--- config.mk ---
export PLATFORM = sky130hd
export DESIGN_NAME = snp_fmul
export DESIGN_NICKNAME = d
export VERILOG_FILES = /design/src/hw/rtl/snp_pkg.sv /design/src/hw/rtl/snp_fmul.sv
export SDC_FILE = /design/constraint.sdc
export NUM_CORES = 2
export LEC_CHECK = 0
export ABC_CLOCK_PERIOD_IN_PS = 13900
export BUFFER_PORTS_ARGS = -buffer_cell sky130_fd_sc_hd__buf_2
export CORE_MARGIN = 2
export CORE_UTILIZATION = 63
export CTS_CLUSTER_SIZE = 14
export DETAILED_ROUTE_END_ITERATION = 6
export MAX_ROUTING_LAYER = met4
export PLACE_DENSITY = 0.82
export SETUP_SLACK_MARGIN = 0.02
export SLEW_MARGIN = 10
export SYNTH_ARGS = -nofsm -noshare
export SYNTH_HDL_FRONTEND = slang
export SYNTH_SLANG_ARGS = --single-unit
--- constraint.sdc ---
create_clock -name clk -period 13.9 [get_ports clk]
set_clock_uncertainty 0.05 [all_clocks]
set_input_delay 0.695 -clock clk [delete_from_list [all_inputs] [get_ports clk]]
set_output_delay 0.695 -clock clk [all_outputs]
set_load 0.005 [all_outputs]
--- src/hw/rtl/snp_pkg.sv ---
// Shared types, constants and helper functions for the SNORM 10:10:10 vertex packer.
package snp_pkg;

  localparam int MAN_W      = 24;   // significand with hidden bit
  localparam int EXP_W      = 10;   // signed working exponent, biased
  localparam int LZ_W       = 5;
  localparam int QF_W       = 10;   // one packed field
  localparam int DIV_STAGES = MAN_W + 2;

  localparam int LAT_FRONT = 4;     // input, max, leading-zero count, shift
  localparam int LAT_RCP   = DIV_STAGES + 1;
  localparam int LAT_MUL   = 2;
  localparam int LAT_QUANT = 3;
  localparam int LAT_TOTAL = LAT_FRONT + LAT_RCP + LAT_MUL + LAT_QUANT + 1;

  localparam logic [31:0] ONE_BITS = 32'h3F80_0000;
  localparam logic signed [EXP_W-1:0] EXP_BIAS = 10'sd127;
  localparam logic signed [EXP_W-1:0] EXP_MAX  = 10'sd255;

  localparam logic [QF_W-1:0] Q_POS_ONE = 10'h1FF;
  localparam logic [QF_W-1:0] Q_NEG_ONE = 10'h201;
  localparam logic [QF_W-1:0] Q_ZERO    = 10'h000;

  // unpacked float: flags plus normalised significand, exponent unbounded
  typedef struct packed {
    logic                    nan;
    logic                    inf;
    logic                    zero;
    logic                    sgn;
    logic signed [EXP_W-1:0] ex;
    logic [MAN_W-1:0]        man;
  } fnum_t;

  typedef struct packed {
    logic        last;
    logic [31:0] len_word;
    fnum_t       len;
    fnum_t [2:0] pos;
    fnum_t [5:0] nt;
  } side_t;

  function automatic logic is_nan(input logic [31:0] x);
    return (&x[30:23]) & (|x[22:0]);
  endfunction

  function automatic logic [MAN_W-1:0] sig_of(input logic [31:0] x);
    return {|x[30:23], x[22:0]};
  endfunction

  function automatic logic [LZ_W-1:0] lzc(input logic [MAN_W-1:0] m);
    logic [LZ_W-1:0] n;
    n = '0;
    for (int i = 0; i < MAN_W; i++) begin
      if (m[i]) n = LZ_W'(MAN_W - 1 - i);
    end
    return n;
  endfunction

  function automatic fnum_t unpack_norm(input logic [31:0] x, input logic [LZ_W-1:0] lz);
    fnum_t f;
    logic [7:0] e;
    logic [MAN_W-1:0] m;
    e      = x[30:23];
    m      = sig_of(x);
    f.nan  = is_nan(x);
    f.inf  = (&e) & ~(|x[22:0]);
    f.zero = ~(|m);
    f.sgn  = x[31];
    f.ex   = (e == 8'd0) ? (EXP_W'(1) - EXP_W'(lz)) : (EXP_W'(e) - EXP_W'(lz));
    f.man  = m << lz;
    return f;
  endfunction

  // subnormals quantise to zero anyway, so no normalisation here
  function automatic fnum_t unpack_flush(input logic [31:0] x);
    fnum_t f;
    f      = unpack_norm(x, '0);
    f.zero = (x[30:23] == 8'd0);
    return f;
  endfunction

endpackage

--- src/hw/rtl/snp_fmul.sv ---
// Two-stage float multiply lane, round to nearest even, unbounded exponent.
module snp_fmul (
  input  logic           clk,
  input  snp_pkg::fnum_t a,
  input  snp_pkg::fnum_t b,
  output snp_pkg::fnum_t y
);

  localparam int MW = snp_pkg::MAN_W;

  logic [2*MW-1:0]                  prod_r;
  logic signed [snp_pkg::EXP_W-1:0] exs_r;
  logic                             nan_r, inf_r, zero_r, sgn_r;
  snp_pkg::fnum_t                   y_r;
  snp_pkg::fnum_t                   y_nxt;
  logic                             nan_nxt;

  assign nan_nxt = a.nan | b.nan | (a.zero & b.inf) | (a.inf & b.zero);

  always_ff @(posedge clk) begin
    prod_r <= (2*MW)'(a.man) * (2*MW)'(b.man);
    exs_r  <= a.ex + b.ex - snp_pkg::EXP_BIAS;
    nan_r  <= nan_nxt;
    inf_r  <= ~nan_nxt & (a.inf | b.inf);
    zero_r <= ~nan_nxt & (a.zero | b.zero);
    sgn_r  <= a.sgn ^ b.sgn;
    y_r    <= y_nxt;
  end

  always_comb begin
    logic hi, g, st;
    logic [MW-1:0] mant;
    logic [MW:0] rnd;
    hi   = prod_r[2*MW-1];
    mant = hi ? prod_r[2*MW-1:MW] : prod_r[2*MW-2:MW-1];
    g    = hi ? prod_r[MW-1] : prod_r[MW-2];
    st   = hi ? (|prod_r[MW-2:0]) : (|prod_r[MW-3:0]);
    rnd  = {1'b0, mant} + (MW+1)'(g & (st | mant[0]));
    y_nxt.nan  = nan_r;
    y_nxt.inf  = inf_r;
    y_nxt.zero = zero_r;
    y_nxt.sgn  = sgn_r;
    y_nxt.man  = rnd[MW] ? rnd[MW:1] : rnd[MW-1:0];
    y_nxt.ex   = exs_r + snp_pkg::EXP_W'(hi) + snp_pkg::EXP_W'(rnd[MW]);
  end

  assign y = y_r;

endmodule

==> results.json <==
{
  "outcome": "complete, but fails checks",
  "violations": "design-rule violations",
  "post-cts-setup-buffer-count": 0,
  "syn_to_final_growth_pct": 4.19,
  "worstMarginPinSlew_ps": 723,
  "drt-pass1-iter-count": 7,
  "crit_required_ps": 14070,
  "yosysWarnings": 0,
  "stdcell_count": 3015,
  "totalWireLength_um": 55700,
  "min_period_over_period": 0.521,
  "r2r_slack_ps": 9870,
  "synth-edff-count": 0,
  "clkLatencyLatePin_ps": 340,
  "fin_crit_ps": 7250,
  "drt_iter0_markers": 1210,
  "timing.slew.headroom": 0.516,
  "yosys-top-cells-area": "fa_1, ha_1, inv_1, dfxtp_1, and2_1",
  "cts_hold_buffers": 0,
  "rsz0062_at_grt": "no",
  "placed_cells": 2998,
  "clkTransAtPathRegs_ps": 60,
  "port_buffers": 114,
  "h-tree-depth": 3,
  "critical_path.top_delay_family": "adder cells",
  "min_path_type": "flip-flop to flip-flop",
  "ys_types": 66,
  "cts_buffers": 9,
  "tns_ps": 0,
  "critPathMaxStageDelay_ps": 540,
  "maxCapViolations": 0,
  "setup_viol": 0,
  "start_util": 0.640,
  "yosysSeqAreaShare": 0.0878,
  "synth-seq-cells": 100,
  "end_kind": "flip-flop",
  "synth_top_area_frac": 0.425,
  "gr-total-overflow": 0,
  "nets": 3302,
  "tritoncts": "yes",
  "met2_usage": 0.504,
  "wire_per_inst_um": 18.5,
  "synth_top_area_cell": "fa_1",
  "top_usage_layer": "met2",
  "globalRouteMet1Util": 0.413,
  "arrival_ps": 7420,
  "cp_slowest_cell": "fa_1",
  "final_util": 0.667,
  "antenna_found_initial": 2,
  "clockBufferDepth": 2,
  "path_max_fanout": 24,
  "grt_max_degree": 50,
  "final_common_cell": "inv_1",
  "syn_area_um2": 22800,
  "cts_root_buf": "clkbuf_16",
  "die_h_um": 194,
  "vias": 17000,
  "synth_top_flop_cell": "dfxtp_1",
  "critical_path.startpoint_type": "primary input",
  "rows": 69,
  "hold_viol": 0,
  "avgSynthCellArea_um2": 8.96,
  "die_x_um": 194,
  "drive_gt1_frac": 0.0623,
  "use_met3": 0.0691,
  "max_freq_mhz": 138,
  "dieArea_um2": 37700,
  "drc_errors": 18,
  "core_um2": 35700,
  "cts_resized": 0,
  "drtAntennaViolNets": 0,
  "synthArstFlopShare": 0,
  "gp_congestion": 0.987,
  "placed_area_um2": 23500,
  "place_hpwl_um": 44300,
  "final_cell_mix": "inv_1, fa_1, nand2_1",
  "crit_buf_inv": 7,
  "slew_violations": 0,
  "fin_area_um2": 23800,
  "path_class": "primary input to flip-flop",
  "io_pins": 115,
  "grt_pass1_vias": 18400,
  "syn-num-nets": 3299,
  "viasPerCell": 5.64,
  "grt_pass1_wl_um": 92400,
  "clock_sinks": 100,
  "grt_use_total": 0.318,
  "synth_cells": 2545,
  "cpMostUsedCell": "fa_1"
}
==> through the flow <==
stage	setup slack, ps	hold WS [ps]
after floorplan	6890	260
after global placement	6440	260
after detailed placement	6360	262
after CTS	6730	282
after global routing	6220	294
final	6650	278
==> state kept, by name, summed over array words and instances (netlist names) <==
name    count
prod_r     48
zero_r      1
inf_r       1
nan_r       1
sgn_r       1
exs_r      10
y          38
==> path summary, 6_finish.rpt <==
| path | from | cells after the start | to |
|---|---|---|---|
| max | a[16] | 25 | prod_r[41] |
| min | inf_r | 0 | y[36] |
| max reg2reg | prod_r[47] | 15 | y[33] |
| min reg2reg | inf_r | 0 | y[36] |
==> kinds of logic (layout without fill, tap and decap cells) <==
group                      after synthesis  after routing  synth area share
AOI/OAI and AO/OA                      183            183            0.0510
xor gates and xnor gates                93             93            0.0357
adders and majority gates              677            677             0.531
buffers and inverters                  688            695             0.114
DFF                                    100            100            0.0878
muxes                                   12             12           0.00565
other                                    0              2                 0
and+or+nand+nor                        792            792             0.175
==> per-layer routing <==
metal | part of all wire | vias to the layer above | routed length, um
li1 | - | 7515 | -
met1 | 0.40 | 8423 | 22500
met2 | 0.46 | 940 | 25500
met3 | 0.11 | 139 | 6160
met4 | 0.029 | 0 | 1600
met5 | 0 | - | 0
==> cell usage after synthesis (2+ instances only) <==
cell,instances
a31oi_1,4
nor2b_1,6
a21oi_1,68
buf_2,3
a21boi_0,4
a211oi_1,4
xnor2_1,58
inv_1,564
o21a_1,9
mux2_1,2
mux2i_1,5
nand3_1,28
clkbuf_1,117
nand2b_1,4
ha_1,193
o21bai_1,11
and2_1,305
nand4_1,16
nand2_2,11
o21ai_1,5
o21ai_2,2
o21ai_0,35
nor2_1,54
o41ai_1,2
xor2_1,35
nor3_1,7
nor4_1,7
and3_1,8
nand2_1,331
or3_1,2
dfxtp_1,100
a41oi_1,2
o211ai_1,2
mux2_2,5
fa_1,484
a21o_1,22
==> final cells by class <==
class                      count  area [um2]
clock buffer                   9         225
multi-input combinational   1757       18200
tap                          461         577
clock inverter                 6        46.3
fill                        2861       11900
sequential                   100        2000
timing repair buffer         115         578
antenna                        2        5.00
inverter                     565        2120
Power is left out: the tool's default activity adds up to more than one toggle a clock period on the data nets, which glitch-free logic cannot reach.
