[src/hw/rtl/snp_pkg.sv]
// Shared types, constants and helper functions for the SNORM 10:10:10 vertex packer.
package snp_pkg;

  localparam int MAN_W      = 24;   // significand with hidden bit
  localparam int EXP_W      = 10;   // signed working exponent, biased
  localparam int LZ_W       = 5;
  localparam int QF_W       = 10;   // one packed field
  localparam int DIV_STAGES = MAN_W + 2;

  localparam int LAT_FRONT = 4;     // input, max, leading-zero count, shift
  localparam int LAT_RCP   = DIV_STAGES + 1;
  localparam int LAT_MUL   = 2;
  localparam int LAT_QUANT = 3;
  localparam int LAT_TOTAL = LAT_FRONT + LAT_RCP + LAT_MUL + LAT_QUANT + 1;

  localparam logic [31:0] ONE_BITS = 32'h3F80_0000;
  localparam logic signed [EXP_W-1:0] EXP_BIAS = 10'sd127;
  localparam logic signed [EXP_W-1:0] EXP_MAX  = 10'sd255;

  localparam logic [QF_W-1:0] Q_POS_ONE = 10'h1FF;
  localparam logic [QF_W-1:0] Q_NEG_ONE = 10'h201;
  localparam logic [QF_W-1:0] Q_ZERO    = 10'h000;

  // unpacked float: flags plus normalised significand, exponent unbounded
  typedef struct packed {
    logic                    nan;
    logic                    inf;
    logic                    zero;
    logic                    sgn;
    logic signed [EXP_W-1:0] ex;
    logic [MAN_W-1:0]        man;
  } fnum_t;

  typedef struct packed {
    logic        last;
    logic [31:0] len_word;
    fnum_t       len;
    fnum_t [2:0] pos;
    fnum_t [5:0] nt;
  } side_t;

  function automatic logic is_nan(input logic [31:0] x);
    return (&x[30:23]) & (|x[22:0]);
  endfunction

  function automatic logic [MAN_W-1:0] sig_of(input logic [31:0] x);
    return {|x[30:23], x[22:0]};
  endfunction

  function automatic logic [LZ_W-1:0] lzc(input logic [MAN_W-1:0] m);
    logic [LZ_W-1:0] n;
    n = '0;
    for (int i = 0; i < MAN_W; i++) begin
      if (m[i]) n = LZ_W'(MAN_W - 1 - i);
    end
    return n;
  endfunction

  function automatic fnum_t unpack_norm(input logic [31:0] x, input logic [LZ_W-1:0] lz);
    fnum_t f;
    logic [7:0] e;
    logic [MAN_W-1:0] m;
    e      = x[30:23];
    m      = sig_of(x);
    f.nan  = is_nan(x);
    f.inf  = (&e) & ~(|x[22:0]);
    f.zero = ~(|m);
    f.sgn  = x[31];
    f.ex   = (e == 8'd0) ? (EXP_W'(1) - EXP_W'(lz)) : (EXP_W'(e) - EXP_W'(lz));
    f.man  = m << lz;
    return f;
  endfunction

  // subnormals quantise to zero anyway, so no normalisation here
  function automatic fnum_t unpack_flush(input logic [31:0] x);
    fnum_t f;
    f      = unpack_norm(x, '0);
    f.zero = (x[30:23] == 8'd0);
    return f;
  endfunction

endpackage

[src/hw/rtl/snp_quant.sv]
// Three-stage quantiser lane: clamp to unit range, scale by 511 in single precision, round to int.
module snp_quant (
  input  logic                     clk,
  input  snp_pkg::fnum_t           v,
  output logic [snp_pkg::QF_W-1:0] q
);

  localparam int MW = snp_pkg::MAN_W;
  localparam int PW = MW + 9;
  localparam int SCALE = 511;
  // s = kr * 2^(ex - SHIFT_BASE + top)
  localparam int SHIFT_BASE = 127 + (MW - 1) - (PW - MW - 1);
  // below 2^-11 the scaled value cannot reach one half
  localparam int EX_SMALL = 127 - 11;

  logic                             spec_a_r, spec_b_r, spec_c;
  logic [snp_pkg::QF_W-1:0]         code_a_r, code_b_r, code_nxt;
  logic                             sgn_a_r, sgn_b_r;
  logic signed [snp_pkg::EXP_W-1:0] ex_a_r;
  logic [PW-1:0]                    prod_a_r;
  logic [MW:0]                      kr_b_r, kr_nxt;
  logic [4:0]                       n_b_r, n_nxt;
  logic [snp_pkg::QF_W-1:0]         q_r, q_nxt;

  always_comb begin
    spec_c   = 1'b1;
    code_nxt = snp_pkg::Q_ZERO;
    if (v.nan) begin
      code_nxt = snp_pkg::Q_NEG_ONE;
    end else if (v.zero) begin
      code_nxt = snp_pkg::Q_ZERO;
    end else if (v.inf || v.ex >= snp_pkg::EXP_BIAS) begin
      code_nxt = v.sgn ? snp_pkg::Q_NEG_ONE : snp_pkg::Q_POS_ONE;
    end else if (v.ex < snp_pkg::EXP_W'(EX_SMALL)) begin
      code_nxt = snp_pkg::Q_ZERO;
    end else begin
      spec_c = 1'b0;
    end
  end

  always_comb begin
    logic top, g, st;
    logic [MW-1:0] kept;
    logic signed [snp_pkg::EXP_W-1:0] nf;
    top    = prod_a_r[PW-1];
    kept   = top ? prod_a_r[PW-1:PW-MW] : prod_a_r[PW-2:PW-MW-1];
    g      = top ? prod_a_r[PW-MW-1] : prod_a_r[PW-MW-2];
    st     = top ? (|prod_a_r[PW-MW-2:0]) : (|prod_a_r[PW-MW-3:0]);
    kr_nxt = {1'b0, kept} + (MW+1)'(g & (st | kept[0]));
    nf     = snp_pkg::EXP_W'(SHIFT_BASE) - ex_a_r - snp_pkg::EXP_W'(top);
    n_nxt  = nf[4:0];
  end

  always_comb begin
    logic [MW:0] sm1, mask;
    logic [snp_pkg::QF_W-1:0] ip, mag;
    logic half, stick;
    sm1   = kr_b_r >> (n_b_r - 5'd1);
    mask  = ((MW+1)'(1) << (n_b_r - 5'd1)) - (MW+1)'(1);
    half  = sm1[0];
    ip    = sm1[snp_pkg::QF_W:1];
    stick = |(kr_b_r & mask);
    mag   = ip + snp_pkg::QF_W'(half & (stick | ip[0]));
    q_nxt = spec_b_r ? code_b_r : (sgn_b_r ? (~mag + snp_pkg::QF_W'(1)) : mag);
  end

  always_ff @(posedge clk) begin
    spec_a_r <= spec_c;
    code_a_r <= code_nxt;
    sgn_a_r  <= v.sgn;
    ex_a_r   <= v.ex;
    prod_a_r <= PW'(v.man) * PW'(SCALE);
    spec_b_r <= spec_a_r;
    code_b_r <= code_a_r;
    sgn_b_r  <= sgn_a_r;
    kr_b_r   <= kr_nxt;
    n_b_r    <= n_nxt;
    q_r      <= q_nxt;
  end

  assign q = q_r;

endmodule

[config.mk]
export PLATFORM = sky130hd
export DESIGN_NAME = snp_quant
export DESIGN_NICKNAME = d
export VERILOG_FILES = /design/src/hw/rtl/snp_pkg.sv /design/src/hw/rtl/snp_quant.sv
export SDC_FILE = /design/constraint.sdc
export NUM_CORES = 1
export LEC_CHECK = 0
export ABC_AREA = 1
export BUFFER_PORTS_ARGS = -buffer_cell sky130_fd_sc_hd__buf_2
export CAP_MARGIN = 20
export CORE_MARGIN = 2
export CORE_UTILIZATION = 40
export CTS_BUF_LIST = sky130_fd_sc_hd__clkbuf_4 sky130_fd_sc_hd__clkbuf_8
export DETAILED_ROUTE_END_ITERATION = 10
export MAX_ROUTING_LAYER = met4
export PLACE_DENSITY = 0.64
export SYNTH_ARGS = -nofsm -noshare
export SYNTH_HDL_FRONTEND = slang
export SYNTH_SLANG_ARGS = --single-unit
export TNS_END_PERCENT = 1
[constraint.sdc]
create_clock -name clk -period 6.3 [get_ports clk]
set_clock_uncertainty 0.2 [all_clocks]
set_input_delay 1.575 -clock clk [delete_from_list [all_inputs] [get_ports clk]]
set_output_delay 1.575 -clock clk [all_outputs]
set_load 0.05 [all_outputs]
==> key figures <==
Route
  – Remaining antenna violation count: 0
  – # DRC: 0
  – Vias/cell: 4.931
  – Met2 WL post-DR: 10.45 mm
  – Routed wl met3: 888 µm
  – DRT Wirelength: 22.38 mm
  – 1st-iter DRT viols: 443
  – DR WL/cell: 13.22 µm
  – Met1 wire length: 10.53 mm
  – Top routing layer in use: met4
  – Routed via count: 8348
  – Drt pass-1 iters: 5

Setup path
  – Worst Path Arrival: 5.98 ns
  – Kind of critical path: primary input to flop
  – Launch point of the worst path: v[5]
  – Reg-to-reg critical path startpoint: n_b_r[0]
  – CP max FO: 4
  – Critical path capture point type: flop
  – Crit start category: primary input
  – Req. time, crit path: 6.35 ns

Clocking
  – Clock root cell: clkbuf_8
  – Worst-path clk slew: 0.10 ns
  – CTS tree: done
  – Post-CTS setup buffer count: 0
  – Post-CTS Hold Buffers: 0
  – CTS Buf Count: 9
  – H-tree depth: 3
  – CTS resizes: 0
  – Clk sinks: 88
  – Max Root-Sink Buffers: 2
  – Clock Latency Late Sink: 0.36 ns

Logic synthesis
  – Seq cells post-synth: 88
  – Area leader, netlist: fa_1
  – Simple-Gate Fraction of Synth Area: 25.16%
  – EDFF count, synth: 0
  – Warnings from Yosys: 0
  – Mux cell area share after synthesis: 0.8980%
  – Post-synthesis cell count: 1310
  – Syn_nets: 1526
  – Top-area cell type share of the netlist area: 22.35%
  – Compound-Gate Fraction of Synth Area: 10.69%
  – Syn avg cell area: 7.658 µm²
  – Adder-cell share of the synthesized area: 30.46%
  – XOR/XNOR Fraction of Synth Area: 4.789%
  – Post-synth ARST share: 0%
  – Register area share after synthesis: 17.56%
  – Post-Syn Area: 10030 µm²
  – Main combinational cell family by area after synthesis: adder cells
  – Top cells by area, synth: fa_1 (22%), dfxtp_1 (18%), nand2_1 (10%), ha_1 (8.1%), inv_1 (8.1%)
  – Netlist cell types: 58
  – Most used flip-flop cell after synthesis: dfxtp_1

Cells and area
  – Share of cells above drive strength 1: 12.34%
  – Finished Layout Cells: 1693
  – Final Core Density: 44.35%
  – Fin nets: 1580
  – P&R area growth vs syn: 8.132%
  – Diode count: 0

STA
  – Final hold vios: 0
  – Max Slew Vio Count: 0
  – Final period util: 94.17%
  – Setup TNS: 0 ns
  – Clock period minus worst slack: 5.933 ns
  – Worst rel slew slack: 39.72%
  – Fmax: 168.5 MHz
  – RSZ-0062 raised after global routing: false
  – Worst slew pin tran: 0.9009 ns
  – Finish-stage setup viols: 0

Floorplan
  – Row Count: 57
  – Die Y-Extent: 162.4 µm
  – I/O pin cnt: 49
  – Core area: 24460 µm²
  – Initial Util: 41.01%
  – Die W: 162.4 µm
  – Die area: 26360 µm²

Placement
  – Gpl congestion: 0.9017
  – Detail Placement HPWL: 18.93 mm
  – I/O Buffers: 48
  – Dpl cells: 1677

Global route
  – Vias in the first global route: 8394
  – First-pass GRT wire length: 39.03 mm
  – Total global-route track usage: 18.71%
  – GRT Residual Overflow: 0
  – Largest net degree at the start of global routing: 31
  – Initial antenna violation count: 0

Hold path
  – Hold Path Class: flop to flop
  – Hold path startpoint: code_a_r[0]

Job
  – Max Cap Viol: 0

Run status
  – Status: finished clean
==> cells in the final DEF, fill, tap and decap left out, types with 11 or more instances in the layout <==
cell type / Yosys / routed
dfxtp_1: 88 / 88
fa_1: 112 / 112
o21ai_0: 58 / 58
buf_2: 10 / 48
nor2_2: 12 / 12
or2_2: 15 / 15
nand4_1: 11 / 11
nor2_1: 94 / 94
nand2_1: 274 / 274
nand3_1: 108 / 108
o21ai_1: 18 / 18
o211ai_1: 13 / 13
inv_1: 216 / 216
a21oi_1: 42 / 42
xnor2_1: 15 / 15
buf_4: 4 / 25
ha_1: 65 / 65
xor2_1: 38 / 38
==> cell families after synthesis <==
group | after synthesis
buffers and inverters | 252
muxes | 9
and+or+nand+nor | 556
adders and majority gates | 177
AOI/OAI and AO/OA | 174
xor gates and xnor gates | 54
DFF | 88
==> sequential cells by signal, indices dropped and copies added, names as in the netlist <==
name	flops
ex_a_r	5
sgn_a_r	1
n_b_r	5
kr_b_r	25
spec_b_r	1
prod_a_r	33
sgn_b_r	1
code_b_r	3
q	10
code_a_r	3
spec_a_r	1
==> layout make-up <==
| class | count | area [µm²] |
|---|---|---|
| multi-input combinational | 970 | 7226 |
| clock inverter | 7 | 62.56 |
| sequential | 88 | 1762 |
| inverter | 222 | 840.8 |
| fill | 2520 | 13610 |
| clock buffer | 9 | 123.9 |
| timing repair buffer | 73 | 427.9 |
| tap | 324 | 405.4 |
==> metal layers <==
layer | vias to the layer above | GRT usage, %
li1 | 4264 | -
met1 | 3876 | 23.85
met2 | 170 | 31.43
met3 | 38 | 2.496
met4 | 0 | 5.109
met5 | - | -
==> final timing paths <==
path	end	slack [ns]	cells after the start
setup / recovery	prod_a_r[28]	0.37	21
hold / removal	code_b_r[0]	0.13	0
setup reg to reg	q[7]	1.73	23
hold reg to reg	code_b_r[0]	0.13	0
==> worst max-delay path: stages <==
cell,delay (ns)
buf_2,0.13
fa_1,0.56
inv_1,0.08
fa_1,0.55
fa_1,0.44
fa_1,0.54
inv_1,0.05
ha_1,0.34
a21oi_1,0.13
o21ai_1,0.11
nand2_1,0.07
nand2_1,0.05
a21oi_1,0.17
o21ai_1,0.12
a21boi_1,0.19
o21ai_1,0.10
a21boi_1,0.23
o21bai_2,0.11
a21oi_1,0.19
o21ai_1,0.09
xor2_1,0.15
==> Yosys cell counts (all sizes together), types with 2 or more instances <==
library cell	count
nand4	12
a21oi	42
or2	16
a31oi	6
inv	222
xor2	39
clkbuf	5
nand2	289
fa	112
ha	65
a21boi	5
o21bai	3
dfxtp	88
nor2	111
o21ai	77
o31ai	6
nor4	3
o22ai	2
buf	25
o2111ai	2
nor3	8
and3	2
xnor2	15
o21a	4
mux2i	9
o211ai	20
nand3	112
nand3b	2
==> metrics by stage <==
| step | hold slack (ns) | area [µm²] | worst slack, ns |
|---|---|---|---|
| 2_1_floorplan | 0.1096 | 10030 | 0.1851 |
| 3_3_place_gp | 0.1119 | 10660 | 0.006178 |
| 3_5_place_dp | 0.1121 | 10660 | -0.03338 |
| 4_1_cts | 0.1293 | 10840 | 0.3653 |
| 5_1_grt | 0.1420 | 10850 | 0.01575 |
| 6_report | 0.1283 | 10850 | 0.3670 |
Power is not shown: default switching activity piles up to over one toggle a cycle in this logic, so the estimate is an artifact.
